===== src/hw/rtl/plr_pkg.sv =====
// ----------------------------------------------------------------------------
// plr_pkg
// Shared types and constants of the piecewise linear recoder.
// ----------------------------------------------------------------------------
package plr_pkg;

    localparam int MAX_BLOCKS = 8;
    localparam int VAL_W      = 32;
    localparam int IDX_W      = 3;
    localparam int CNT_W      = 4;
    localparam int QUO_W      = VAL_W + 1;
    localparam int PROD_W     = VAL_W + QUO_W;
    localparam int STEP_W     = 6;
    localparam int ADDR_W     = 3;
    localparam int DATA_W     = 32;

    // item kinds
    localparam logic KIND_SAMPLE = 1'b0;
    localparam logic KIND_WRITE  = 1'b1;

    // words of one block
    localparam logic [1:0] W_FS = 2'd0;
    localparam logic [1:0] W_FE = 2'd1;
    localparam logic [1:0] W_TS = 2'd2;
    localparam logic [1:0] W_TE = 2'd3;

    // register index (paddr[2])
    localparam logic REG_BLOCK_COUNT = 1'b0;

    // sample token handed from cell to cell
    typedef struct packed {
        logic                    valid;
        logic                    done;
        logic                    interp;
        logic                    neg;
        logic                    xu;
        logic signed [VAL_W-1:0] x;
        logic [VAL_W-1:0]        a;
        logic [QUO_W-1:0]        d;
        logic [VAL_W-1:0]        span;
    } t_tok;

    // table write broadcast to the cells
    typedef struct packed {
        logic [1:0]              word;
        logic signed [VAL_W-1:0] value;
        logic                    undef;
    } t_wr;

    typedef enum logic [2:0] {
        ST_IDLE,
        ST_MUL,
        ST_DIV,
        ST_SUM,
        ST_HOLD
    } t_state;

endpackage


===== src/hw/rtl/plr_cell.sv =====
// ----------------------------------------------------------------------------
// plr_cell
// One range block: holds its four words and checks the passing sample token.
// ----------------------------------------------------------------------------
module plr_cell (
    input  logic          i_clk,
    input  logic          i_rst_n,
    input  logic          i_active,
    input  logic          i_we,
    input  plr_pkg::t_wr  i_wr,
    input  plr_pkg::t_tok i_tok,
    output plr_pkg::t_tok o_tok
);
    import plr_pkg::*;

    logic signed [VAL_W-1:0] r_val [4];
    logic                    r_und [4];
    t_tok                    r_tok;
    t_tok                    n_tok;

    logic signed [VAL_W:0]   w_a;
    logic signed [VAL_W:0]   w_span;
    logic signed [VAL_W:0]   w_dt;
    logic [QUO_W-1:0]        w_dabs;
    logic                    w_in_rng;
    logic                    w_to_zero;

    // block words, written by table write items
    always_ff @(posedge i_clk) begin
        if (i_we) begin
            r_val[i_wr.word] <= i_wr.value;
            r_und[i_wr.word] <= i_wr.undef;
        end
    end

    // differences for the interpolation operands
    assign w_a    = {i_tok.x[VAL_W-1], i_tok.x} - {r_val[W_FS][VAL_W-1], r_val[W_FS]};
    assign w_span = {r_val[W_FE][VAL_W-1], r_val[W_FE]}
                  - {r_val[W_FS][VAL_W-1], r_val[W_FS]};
    assign w_dt   = {r_val[W_TE][VAL_W-1], r_val[W_TE]}
                  - {r_val[W_TS][VAL_W-1], r_val[W_TS]};
    assign w_dabs = w_dt[VAL_W] ? QUO_W'(-w_dt) : QUO_W'(w_dt);

    assign w_in_rng  = !i_tok.xu && !r_und[W_FS] && !r_und[W_FE]
                     && (i_tok.x >= r_val[W_FS]) && (i_tok.x <= r_val[W_FE]);
    assign w_to_zero = !r_und[W_TS] && !r_und[W_TE] && (r_val[W_TS] == r_val[W_TE]);

    // block check
    always_comb begin
        n_tok = i_tok;
        if (i_tok.valid && !i_tok.done && i_active) begin
            if (r_und[W_FS] && i_tok.xu) begin
                n_tok.x  = r_val[W_TS];
                n_tok.xu = r_und[W_TS];
            end else if (w_in_rng) begin
                n_tok.done = 1'b1;
                if ((r_val[W_FS] == r_val[W_FE]) || w_to_zero) begin
                    n_tok.x  = r_val[W_TS];
                    n_tok.xu = r_und[W_TS];
                end else if (r_und[W_TS] || r_und[W_TE]) begin
                    n_tok.xu = 1'b1;
                end else begin
                    n_tok.interp = 1'b1;
                    n_tok.x      = r_val[W_TS];
                    n_tok.a      = w_a[VAL_W-1:0];
                    n_tok.span   = w_span[VAL_W-1:0];
                    n_tok.d      = w_dabs;
                    n_tok.neg    = w_dt[VAL_W];
                end
            end
        end
    end

    // token register toward the next cell
    always_ff @(posedge i_clk) begin
        if (!i_rst_n) begin
            r_tok.valid <= 1'b0;
        end else begin
            r_tok.valid <= n_tok.valid;
        end
        r_tok.done   <= n_tok.done;
        r_tok.interp <= n_tok.interp;
        r_tok.neg    <= n_tok.neg;
        r_tok.xu     <= n_tok.xu;
        r_tok.x      <= n_tok.x;
        r_tok.a      <= n_tok.a;
        r_tok.d      <= n_tok.d;
        r_tok.span   <= n_tok.span;
    end

    assign o_tok = r_tok;

endmodule


===== config.mk =====
export PLATFORM = sky130hd
export DESIGN_NAME = plr_cell
export DESIGN_NICKNAME = d
export VERILOG_FILES = /design/src/hw/rtl/plr_pkg.sv /design/src/hw/rtl/plr_cell.sv
export SDC_FILE = /design/constraint.sdc
export NUM_CORES = 1
export LEC_CHECK = 0
export ABC_AREA = 1
export BUFFER_PORTS_ARGS = -buffer_cell sky130_fd_sc_hd__buf_2
export CORE_AREA = 4 4 162 204
export CTS_CLUSTER_SIZE = 16
export DETAILED_ROUTE_END_ITERATION = 6
export DIE_AREA = 0 0 166 208
export PLACE_DENSITY = 0.83
export SYNTH_ARGS = -nofsm -noshare
export SYNTH_HDL_FRONTEND = slang
export SYNTH_SLANG_ARGS = --single-unit

===== constraint.sdc =====
create_clock -name i_clk -period 4.6 [get_ports i_clk]
set_input_delay 0.92 -clock i_clk [delete_from_list [all_inputs] [get_ports i_clk]]
set_output_delay 0.92 -clock i_clk [all_outputs]
set_load 0.005 [all_outputs]

==> metrics.csv <==
metric;value;unit
status;finished, final reports clean;
Routed Wire Length;57.3;mm
Reg clk slew, reported paths;60;ps
CTS buffer count;28;
syn_area_per_cell;7.17;sq um
Gate Count Post-Synth;2447;
setup TNS;0;ps
# Max-Cap Violations;0;
Clk Latency, worst-skew pair;570;ps
crit end category;flop;
HP Class;primary input to flop;
Post-CTS Hold Buffers;0;
top-level I/O count;307;
Warnings, synthesis;0;
layout cell share with drive strength beyond 1;0.145;
crit path launch type;flop;
clk_skew;18.6;ps
crit path cell chain;ha_1 > fa_1 > inv_1 > nand3_1 > nand2_1 > nand2_1 > nand2_1 > nand2_1 > nand2_1 > nand2_1 > nand3_1 > nand2_1 > inv_2 > nand2_1 > nand2_1 > nand2_1 > nand2_1 > a21boi_1;
RSZ-0062 raised after global routing;false;
final cycle utilization of the critical path;0.749;
DP HPWL;46.0;mm
#FFs+latches synth;266;
Via Count;17600;
Worst Reg2Reg Path Length in Cells;18;
post-synthesis to final-layout area growth;16.4;%
# DRC;0;
WP depth;18;
fin cells;3183;
Die ar.;34500;sq um
num rows;73;
drt pass-1 iters;6;
initial core utilization;0.560;
Antenna Nets Post-Route;0;
CP Max Fanout;26;
gr ovfl total;0;
syn nets;2751;
Core Area;31300;sq um
critical path class;flop to flop;
WL/cell;18.0;microns
nets@finish;3050;
Via density;5.52;
Mapped Area;17500;sq um
slowest cell delay on critical path;490;ps
vias in the first global route;17300;
final slew viol count;0;
FF-to-FF Start;r_val[2][0]$_DFFE_PP_;
Post-synth top cells;nand2_1 (744), inv_1 (320), nor2_1 (190), a21oi_1 (188);
Clock power frac;0.347;
Reg-to-Reg End;o_tok[59]$_DFF_P_;
Final Hold Viols;0;
Final Util;0.651;
Leak;10.4;nW
PostCTS Resize Cnt;0;
Worst Setup EP;o_tok[59]$_DFF_P_;
crit-path most repeated cell;nand2_1;
first-pass GRT wire length;88.8;mm
share of the synthesized area in the top cell type;0.226;
Critical Path RT;5040;ps
post-route minimum period;3450;ps
port bufs;306;
VDD IR-drop max;0.330;mV
Root Driver;clkbuf_16;
Max Clk Rate;290;MHz
GP Congestion;0.946;
Max transition margin;0.178;
async set or reset register ratio after synthesis;0;
Int Power;4.42;mW
top_reg_cell synth;dfxtp_1;
Die Width;166;microns
pwr dens;316;nW/um^2
placed cells;3128;
GRT Total Usage;0.319;
count leader, synth;nand2_1;
CP max-delay cell;edfxtp_1;
pin count of the biggest net entering global routing;82;
setup violators final;0;
1st-iter DRT viols;1503;
Clock Tree Buf Depth;3;
worst reg-to-reg setup slack;1150;ps
worst-margin pin slew;1230;ps
Worst Path Buf+Inv;2;
arrival time at the worst endpoint;3880;ps
CTS tree;yes;
Gate power share;0.239;
CTS sink count;266;
Post-synth EDFFs;132;
Flop pwr share;0.415;
number of setup buffers added after CTS;0;
H-tree Lvls;1;
sequential share of the synthesized area;0.379;
CP delay by family, top;simple AND/OR/NAND/NOR gates;
Die H;208;microns
Worst Setup SP;r_val[2][0]$_DFFE_PP_;
synth top area cells;edfxtp_1 (23%), nand2_1 (16%), dfxtp_1 (15%);
post-synth cell types;47;
Net Sw Frac;0.315;
Net Sw Power;2.03;mW
cell taking the most area after synthesis;edfxtp_1;
initial antenna violation count;1;
[stage by stage]
stage               power [mW]  worst slack, ps  cell area (sq um)  hold slack, ps
global placement          4.20              739              19500             548
floorplan                 3.69              867              17500             533
CTS                       6.45             1180              20400             528
detailed placement        4.23              643              19500             554
finish                    6.44             1150              20400             543
global route              6.74              830              20400             530
[sequential cells by signal, summed over array words and instances, names as in the netlist]
| register | flops |
|---|---|
| o_tok | 134 |
| r_und | 4 |
| r_val | 128 |
[layer usage]
metal	up-vias	global-route usage	wire length, microns
li1	8611	-	-
met1	8054	0.374	21900
met2	745	0.573	28300
met3	147	0.0479	4260
met4	0	0.145	2800
met5	-	0	0
[worst min path at each step]
stage | startpoint | end | slack (ps) | cells after the start
after floorplan | r_val[2][3]$_DFFE_PP_ | o_tok[100]$_DFF_P_ | 530 | 2
after global placement | r_val[2][11]$_DFFE_PP_ | o_tok[108]$_DFF_P_ | 550 | 2
after detailed placement | r_val[2][12]$_DFFE_PP_ | o_tok[109]$_DFF_P_ | 550 | 2
after CTS | i_rst_n | o_tok[133]$_SDFF_PN0_ | 530 | 3
after global routing | i_rst_n | o_tok[133]$_SDFF_PN0_ | 530 | 3
final | i_rst_n | o_tok[133]$_SDFF_PN0_ | 540 | 3
[cell families after synthesis]
group                    count (synthesis)  share of synthesized area
AO/OA/AOI/OAI                          442                      0.134
buffers and inverters                  385                     0.0868
XOR/XNOR                                77                     0.0389
flip-flops                             266                      0.379
AND/OR/NAND/NOR                       1146                      0.266
adder cells (fa/ha/maj)                131                     0.0947
[layout by cell type, fill, tap and decap left out, types with 3 or more instances in the layout]
cell type	netlist	layout
a21boi_0	7	7
a21boi_1	3	3
a21o_1	10	10
a21oi_1	188	188
a31oi_1	4	4
buf_12	0	3
buf_2	23	306
buf_4	5	19
clkbuf_16	0	29
clkinv_1	1	8
clkinv_2	0	7
clkinvlp_4	0	4
dfxtp_1	134	134
diode_2	0	3
edfxtp_1	132	132
fa_1	3	3
ha_1	128	128
inv_1	320	320
inv_2	5	5
nand2_1	744	744
nand2_2	7	7
nand3_1	134	134
nand3b_1	4	4
nand4_1	26	26
nor2_1	190	190
nor2_2	3	3
nor3_1	23	19
nor3_2	1	5
nor4_1	6	6
o21a_1	8	8
o21ai_0	132	132
o21ai_1	70	70
o21bai_1	6	6
o221ai_1	4	4
or2_2	3	3
xnor2_1	32	32
xor2_1	44	44
[power groups by stage]
stage               logic, mW  registers, mW  clock network, mW
floorplan               0.973           2.72                  0
global placement         1.49           2.72                  0
detailed placement       1.51           2.72                  0
CTS                      1.52           2.67               2.26
global route             1.71           2.68               2.36
finish                   1.54           2.67               2.23
[tightest hold or removal path: stages]
cell     delay [ps]
buf_2            80
nand2_1          40
inv_1            40
[area by class of cell]
type / instances / area, sq um
fillers: 2796 / 10900
multi-input cells: 1796 / 9390
flip-flops and latches: 266 / 6650
repair buffers: 328 / 1730
inverters: 326 / 1220
clock buffers: 31 / 733
well taps: 412 / 515
clock inverters: 21 / 160
diodes: 3 / 7.51
(Power assumes the default switching activity.)
