<file path="config.mk">
export PLATFORM = sky130hd
export DESIGN_NAME = plr_interp
export DESIGN_NICKNAME = d
export VERILOG_FILES = /design/src/hw/rtl/plr_pkg.sv /design/src/hw/rtl/plr_interp.sv
export SDC_FILE = /design/constraint.sdc
export NUM_CORES = 2
export LEC_CHECK = 0
export BUFFER_PORTS_ARGS = -buffer_cell sky130_fd_sc_hd__buf_2
export CAP_MARGIN = 10
export CORE_MARGIN = 2
export CORE_UTILIZATION = 60
export DETAILED_ROUTE_END_ITERATION = 6
export GPL_ROUTABILITY_DRIVEN = 0
export GPL_TIMING_DRIVEN = 0
export PLACE_DENSITY_LB_ADDON = 0.12
export SLEW_MARGIN = 30
export SYNTH_ARGS = -nofsm -noshare
export SYNTH_HDL_FRONTEND = slang
export SYNTH_SLANG_ARGS = --single-unit
</file>
<file path="constraint.sdc">
create_clock -name i_clk -period 12.5 [get_ports i_clk]
set_input_delay 1.875 -clock i_clk [delete_from_list [all_inputs] [get_ports i_clk]]
set_output_delay 1.875 -clock i_clk [all_outputs]
set_load 0.05 [all_outputs]
</file>
<file path="src/hw/rtl/plr_pkg.sv">
// ----------------------------------------------------------------------------
// plr_pkg
// Shared types and constants of the piecewise linear recoder.
// ----------------------------------------------------------------------------
package plr_pkg;

    localparam int MAX_BLOCKS = 8;
    localparam int VAL_W      = 32;
    localparam int IDX_W      = 3;
    localparam int CNT_W      = 4;
    localparam int QUO_W      = VAL_W + 1;
    localparam int PROD_W     = VAL_W + QUO_W;
    localparam int STEP_W     = 6;
    localparam int ADDR_W     = 3;
    localparam int DATA_W     = 32;

    // item kinds
    localparam logic KIND_SAMPLE = 1'b0;
    localparam logic KIND_WRITE  = 1'b1;

    // words of one block
    localparam logic [1:0] W_FS = 2'd0;
    localparam logic [1:0] W_FE = 2'd1;
    localparam logic [1:0] W_TS = 2'd2;
    localparam logic [1:0] W_TE = 2'd3;

    // register index (paddr[2])
    localparam logic REG_BLOCK_COUNT = 1'b0;

    // sample token handed from cell to cell
    typedef struct packed {
        logic                    valid;
        logic                    done;
        logic                    interp;
        logic                    neg;
        logic                    xu;
        logic signed [VAL_W-1:0] x;
        logic [VAL_W-1:0]        a;
        logic [QUO_W-1:0]        d;
        logic [VAL_W-1:0]        span;
    } t_tok;

    // table write broadcast to the cells
    typedef struct packed {
        logic [1:0]              word;
        logic signed [VAL_W-1:0] value;
        logic                    undef;
    } t_wr;

    typedef enum logic [2:0] {
        ST_IDLE,
        ST_MUL,
        ST_DIV,
        ST_SUM,
        ST_HOLD
    } t_state;

endpackage

</file>
<file path="src/hw/rtl/plr_interp.sv">
// ----------------------------------------------------------------------------
// plr_interp
// End of the chain: multiply, bit-serial divide, offset and saturate, or hold a finished value.
// ----------------------------------------------------------------------------
module plr_interp (
    input  logic                           i_clk,
    input  logic                           i_rst_n,
    input  plr_pkg::t_tok                  i_tok,
    input  logic                           i_take,
    output logic                           o_res_valid,
    output logic signed [plr_pkg::VAL_W-1:0] o_res_value,
    output logic                           o_res_undef
);
    import plr_pkg::*;

    t_state                  r_state;
    t_state                  n_state;
    logic [VAL_W-1:0]        r_a;
    logic [QUO_W-1:0]        r_d;
    logic [VAL_W-1:0]        r_span;
    logic signed [VAL_W-1:0] r_ts;
    logic                    r_neg;
    logic [VAL_W:0]          r_rem;
    logic [QUO_W-1:0]        r_low;
    logic [QUO_W-1:0]        r_q;
    logic [STEP_W-1:0]       r_step;
    logic signed [VAL_W-1:0] r_res;
    logic                    r_res_u;

    logic [2*VAL_W-1:0]      w_mul;
    logic [PROD_W-1:0]       w_prod;
    logic [VAL_W:0]          w_trial;
    logic                    w_qbit;
    logic signed [VAL_W+1:0] w_sum;
    logic                    w_last;

    localparam logic signed [VAL_W+1:0] SAT_MAX = $signed({3'b000, {(VAL_W-1){1'b1}}});
    localparam logic signed [VAL_W+1:0] SAT_MIN = $signed({3'b111, {(VAL_W-1){1'b0}}});

    // 32x32 product plus the top bit of the to-range difference as a shifted add
    assign w_mul  = r_a * r_d[VAL_W-1:0];
    assign w_prod = {1'b0, w_mul}
                  + (r_d[VAL_W] ? {1'b0, r_a, {VAL_W{1'b0}}} : '0);

    // one restoring division step
    assign w_trial = {r_rem[VAL_W-1:0], r_low[QUO_W-1]};
    assign w_qbit  = (w_trial >= {1'b0, r_span});
    assign w_last  = (r_step == STEP_W'(QUO_W - 1));

    // offset by the to-start word
    assign w_sum = r_neg ? ({{2{r_ts[VAL_W-1]}}, r_ts} - {1'b0, r_q})
                         : ({{2{r_ts[VAL_W-1]}}, r_ts} + {1'b0, r_q});

    // next state
    always_comb begin
        n_state = r_state;
        unique case (r_state)
            ST_IDLE: if (i_tok.valid) begin
                n_state = i_tok.interp ? ST_MUL : ST_HOLD;
            end
            ST_MUL:  n_state = ST_DIV;
            ST_DIV:  if (w_last) begin
                n_state = ST_SUM;
            end
            ST_SUM:  n_state = ST_HOLD;
            ST_HOLD: if (i_take) begin
                n_state = ST_IDLE;
            end
            default: n_state = ST_IDLE;
        endcase
    end

    // outputs
    always_comb begin
        o_res_valid = (r_state == ST_HOLD);
        o_res_value = r_res;
        o_res_undef = r_res_u;
    end

    always_ff @(posedge i_clk) begin
        if (!i_rst_n) begin
            r_state <= ST_IDLE;
        end else begin
            r_state <= n_state;
        end
    end

    // datapath
    always_ff @(posedge i_clk) begin
        unique case (r_state)
            ST_IDLE: begin
                r_a     <= i_tok.a;
                r_d     <= i_tok.d;
                r_span  <= i_tok.span;
                r_ts    <= i_tok.x;
                r_neg   <= i_tok.neg;
                r_res   <= i_tok.xu ? '0 : i_tok.x;
                r_res_u <= i_tok.xu;
            end
            ST_MUL: begin
                r_rem  <= {1'b0, w_prod[PROD_W-1:QUO_W]};
                r_low  <= w_prod[QUO_W-1:0];
                r_step <= '0;
                r_q    <= '0;
            end
            ST_DIV: begin
                r_rem  <= w_qbit ? (w_trial - {1'b0, r_span}) : w_trial;
                r_low  <= {r_low[QUO_W-2:0], 1'b0};
                r_q    <= {r_q[QUO_W-2:0], w_qbit};
                r_step <= r_step + 1'b1;
            end
            ST_SUM: begin
                r_res_u <= 1'b0;
                if (w_sum > SAT_MAX) begin
                    r_res <= SAT_MAX[VAL_W-1:0];
                end else if (w_sum < SAT_MIN) begin
                    r_res <= SAT_MIN[VAL_W-1:0];
                end else begin
                    r_res <= w_sum[VAL_W-1:0];
                end
            end
            ST_HOLD: begin
                r_res <= r_res;
            end
            default: begin
                r_res <= r_res;
            end
        endcase
    end

endmodule
</file>
==> qor.yml <==
run_status: "complete, no violations"
layout.cell_area.non_filler_um2: 52010
viasPerCell: 5.809
slew-limit-headroom_pct: 22.71
io_pins: 171
dieHeight_um: 287.7
finalNetCount: 6677
seq_cells_post_synth: 270
netlist.area_leader.share_pct: 38.63
yosys_cell_types: 76
post_synth_and_or_nand_nor_area_fraction_pct: 15.42
wl_per_cell_um: 23.16
yosys_warnings: 0
drive_gt1_share_pct: 5.591
worstHoldStart: "r_low[0]"
max_slew.worst_pin.slew_ns: 1.159
cts_max_level: 2
critPathCapture: "r_rem[25]"
synth_most_common_cell: "sky130_fd_sc_hd__inv_1"
clock_tree.buffer_depth: 3
post_synth_main_area_contributors: "sky130_fd_sc_hd__fa_1, sky130_fd_sc_hd__edfxtp_1, sky130_fd_sc_hd__ha_1, sky130_fd_sc_hd__inv_1, sky130_fd_sc_hd__and2_1"
cts_repair_resize_count: 0
async_flop_share_pct: 0
synth-xor-area-share_pct: 2.681
grt.total_usage_pct: 36.81
overflow: 0
worst_ep_arrival_time_ns: 9.98
number_of_synthesized_flops_with_an_enable_pin: 267
setup_viol: 0
rsz0062_at_grt: "false"
endpoint_of_the_most_critical_register_to_register_path: "r_rem[25]"
antenna_found_initial: 12
reg_to_reg_start: "r_a[16]"
endpoint_required_time_on_the_critical_path_ns: 12.93
maxSlewViolCount: 0
critPathCaptureType: "flip-flop"
synth.net_count: 6447
synth_largest_area_cell: "sky130_fd_sc_hd__fa_1"
number_of_global_route_vias_before_repair: 38130
worstSetupStartpointType: "flip-flop"
fp-row-count: 104
flow.area_growth_from_synthesis_pct: 7.681
max_cap_violations: 0
ant_nets: 0
cts_root_buffer_type: "sky130_fd_sc_hd__clkbuf_16"
fin_worst_skew_ns: 0.02491
crit_fanout: 10
yosys-top-cells-count: "sky130_fd_sc_hd__inv_1, sky130_fd_sc_hd__fa_1, sky130_fd_sc_hd__nand2_1"
drt_pre_antenna_iters: 6
synth-seq-area-share_pct: 16.72
grt_pass1_wl_um: 224100
final_min_period_over_clock_period_pct: 76.41
synth-compound-area-share_pct: 7.134
setup.reg_to_reg.worst_slack_ns: 2.95
rr_worst_depth: 23
route.detailed.drc: 0
cts_inserted_buffers: 37
fp.dieW_um: 287.7
synth.mux.area_fraction_pct: 0.4585
tritoncts_num_sinks: 270
detail_route.iter0.violations: 3575
fmax_mhz: 104.7
wirelength_um: 147500
port_buffers: 169
fp.dieArea_um2: 82790
post_cts.repair.setup_buffers: 0
synth_adder_area_share_pct: 47.51
synth_ff_type: "sky130_fd_sc_hd__edfxtp_1"
placed_cell_area_um2: 50760
synth_top_family_by_area: "adder cells"
cts_tree: "built"
hold_fix_buffers_cts: 0
vias: 37000
critical_path_class: "reg -> reg"
layoutNonFillerInstCount: 6369
timing.final.hold_violations: 0
synthesis.instances: 5035
final.min_clock_period_ns: 9.551
placeable_core_region_um2: 80160
clk_pin_slew_ns: 0.06
placed_cells: 6286
crit_start: "r_a[16]"
postSynthAreaPerCell_um2: 9.593
synth_area_um2: 48300
grt_max_degree: 29
hold_class: "reg -> reg"
starting_density_pct: 60.26
dpl.hpwl_um: 121200
clock_insertion_delay_worst_skew_ns: 0.60
[worst max-delay path, cell delays in order, from the launching register on]
cell and delay [ns]:
sky130_fd_sc_hd__edfxtp_1 0.81, sky130_fd_sc_hd__clkbuf_1 0.72, sky130_fd_sc_hd__nand2_1 0.18, sky130_fd_sc_hd__fa_1 0.54, sky130_fd_sc_hd__fa_1 0.56, sky130_fd_sc_hd__fa_1 0.60
sky130_fd_sc_hd__fa_1 0.45, sky130_fd_sc_hd__fa_1 0.55, sky130_fd_sc_hd__inv_1 0.05, sky130_fd_sc_hd__fa_1 0.44, sky130_fd_sc_hd__fa_1 0.59, sky130_fd_sc_hd__fa_1 0.47
sky130_fd_sc_hd__ha_1 0.29, sky130_fd_sc_hd__clkbuf_1 0.26, sky130_fd_sc_hd__nand3_1 0.14, sky130_fd_sc_hd__nor3_1 0.27, sky130_fd_sc_hd__o211ai_1 0.28, sky130_fd_sc_hd__a211o_1 0.41
sky130_fd_sc_hd__a2111oi_2 0.66, sky130_fd_sc_hd__o211ai_1 0.19, sky130_fd_sc_hd__a21boi_1 0.34, sky130_fd_sc_hd__mux2i_1 0.25, sky130_fd_sc_hd__nand4_1 0.18, sky130_fd_sc_hd__o21ai_1 0.15
[layer usage]
| metal | GRT usage, % | vias to the layer above | wire, um | part of all wire [%] |
|---|---|---|---|---|
| met4 | 23.46 | 6 | 11510 | 7.8 |
| li1 | - | 15970 | - | - |
| met2 | 55.82 | 1971 | 65380 | 44 |
| met1 | 47.89 | 18500 | 55310 | 37 |
| met3 | 8.629 | 554 | 15280 | 10 |
| met5 | 0 | - | 35 | 0.024 |
[worst min-delay path by stage]
stage	cells after the start	to	slack, ns
after floorplan	2	r_low[1]	0.48
after global placement	2	r_low[5]	0.48
after detailed placement	2	r_low[1]	0.50
after CTS	2	r_low[4]	0.51
after global routing	2	r_low[5]	0.53
final	2	r_low[1]	0.51
[stage by stage]
step                      util, %  hold WS, ns  setup WS, ns  setup TNS (ns)
after floorplan                 -       0.4836         1.186               0
after global placement      62.97       0.4850        -4.178         -528.27
after detailed placement    63.32       0.4991         3.239               0
after CTS                   64.83       0.5108         3.172               0
after global routing        64.84       0.5312         2.684               0
final                       64.89       0.5112         2.949               0
[cells in the final DEF, fill, tap and decap left out, drive strengths merged, types with 9 or more instances in the layout]
| cell type | n |
|---|---|
| inv | 1037 |
| fa | 932 |
| nand2 | 642 |
| and2 | 555 |
| ha | 343 |
| clkbuf | 282 |
| edfxtp | 267 |
| buf | 204 |
| a21oi | 183 |
| nor2 | 142 |
| xnor2 | 102 |
| o21ai | 96 |
| a21o | 73 |
| xor2 | 45 |
| and3 | 41 |
| a221o | 34 |
| nor3 | 29 |
| nand3 | 27 |
| nand2b | 22 |
| mux2i | 21 |
| o21a | 19 |
| o21bai | 18 |
| nand4 | 17 |
| a31oi | 16 |
| diode | 15 |
| o211ai | 15 |
| clkinv | 13 |
| a211oi | 10 |
| a211o | 9 |
| o31ai | 9 |
[cell type report]
| class | instances | area, um^2 |
|---|---|---|
| plain buffers | 254 | 1010 |
| flip-flops and latches | 270 | 8078 |
| clock buffers | 41 | 940.9 |
| fillers | 6817 | 28150 |
| multi-input cells | 3481 | 35380 |
| diodes | 15 | 37.54 |
| clock inverters | 27 | 267.8 |
| repair buffers | 191 | 1107 |
| inverters | 1030 | 3866 |
| well taps | 1060 | 1326 |
[state kept, by name, indices dropped and copies added, names as in the netlist]
register,cells
o_res_value,32
r_ts,32
o_res_undef,1
r_q,33
r_step,6
r_d,33
r_low,33
r_state,3
r_span,32
r_rem,32
r_neg,1
r_a,32
[cell families (layout without fill, tap and decap cells)]
kind of cell | after synthesis | after routing
xor gates and xnor gates | 147 | 147
DFF | 270 | 270
AOI/OAI and AO/OA | 526 | 526
buffers and inverters | 1284 | 1543
and+or+nand+nor | 1511 | 1511
adders and majority gates | 1275 | 1275
other | 0 | 15
muxes | 22 | 22
Power is not shown: default switching activity piles up to over one toggle a cycle in this logic, so the estimate is an artifact.
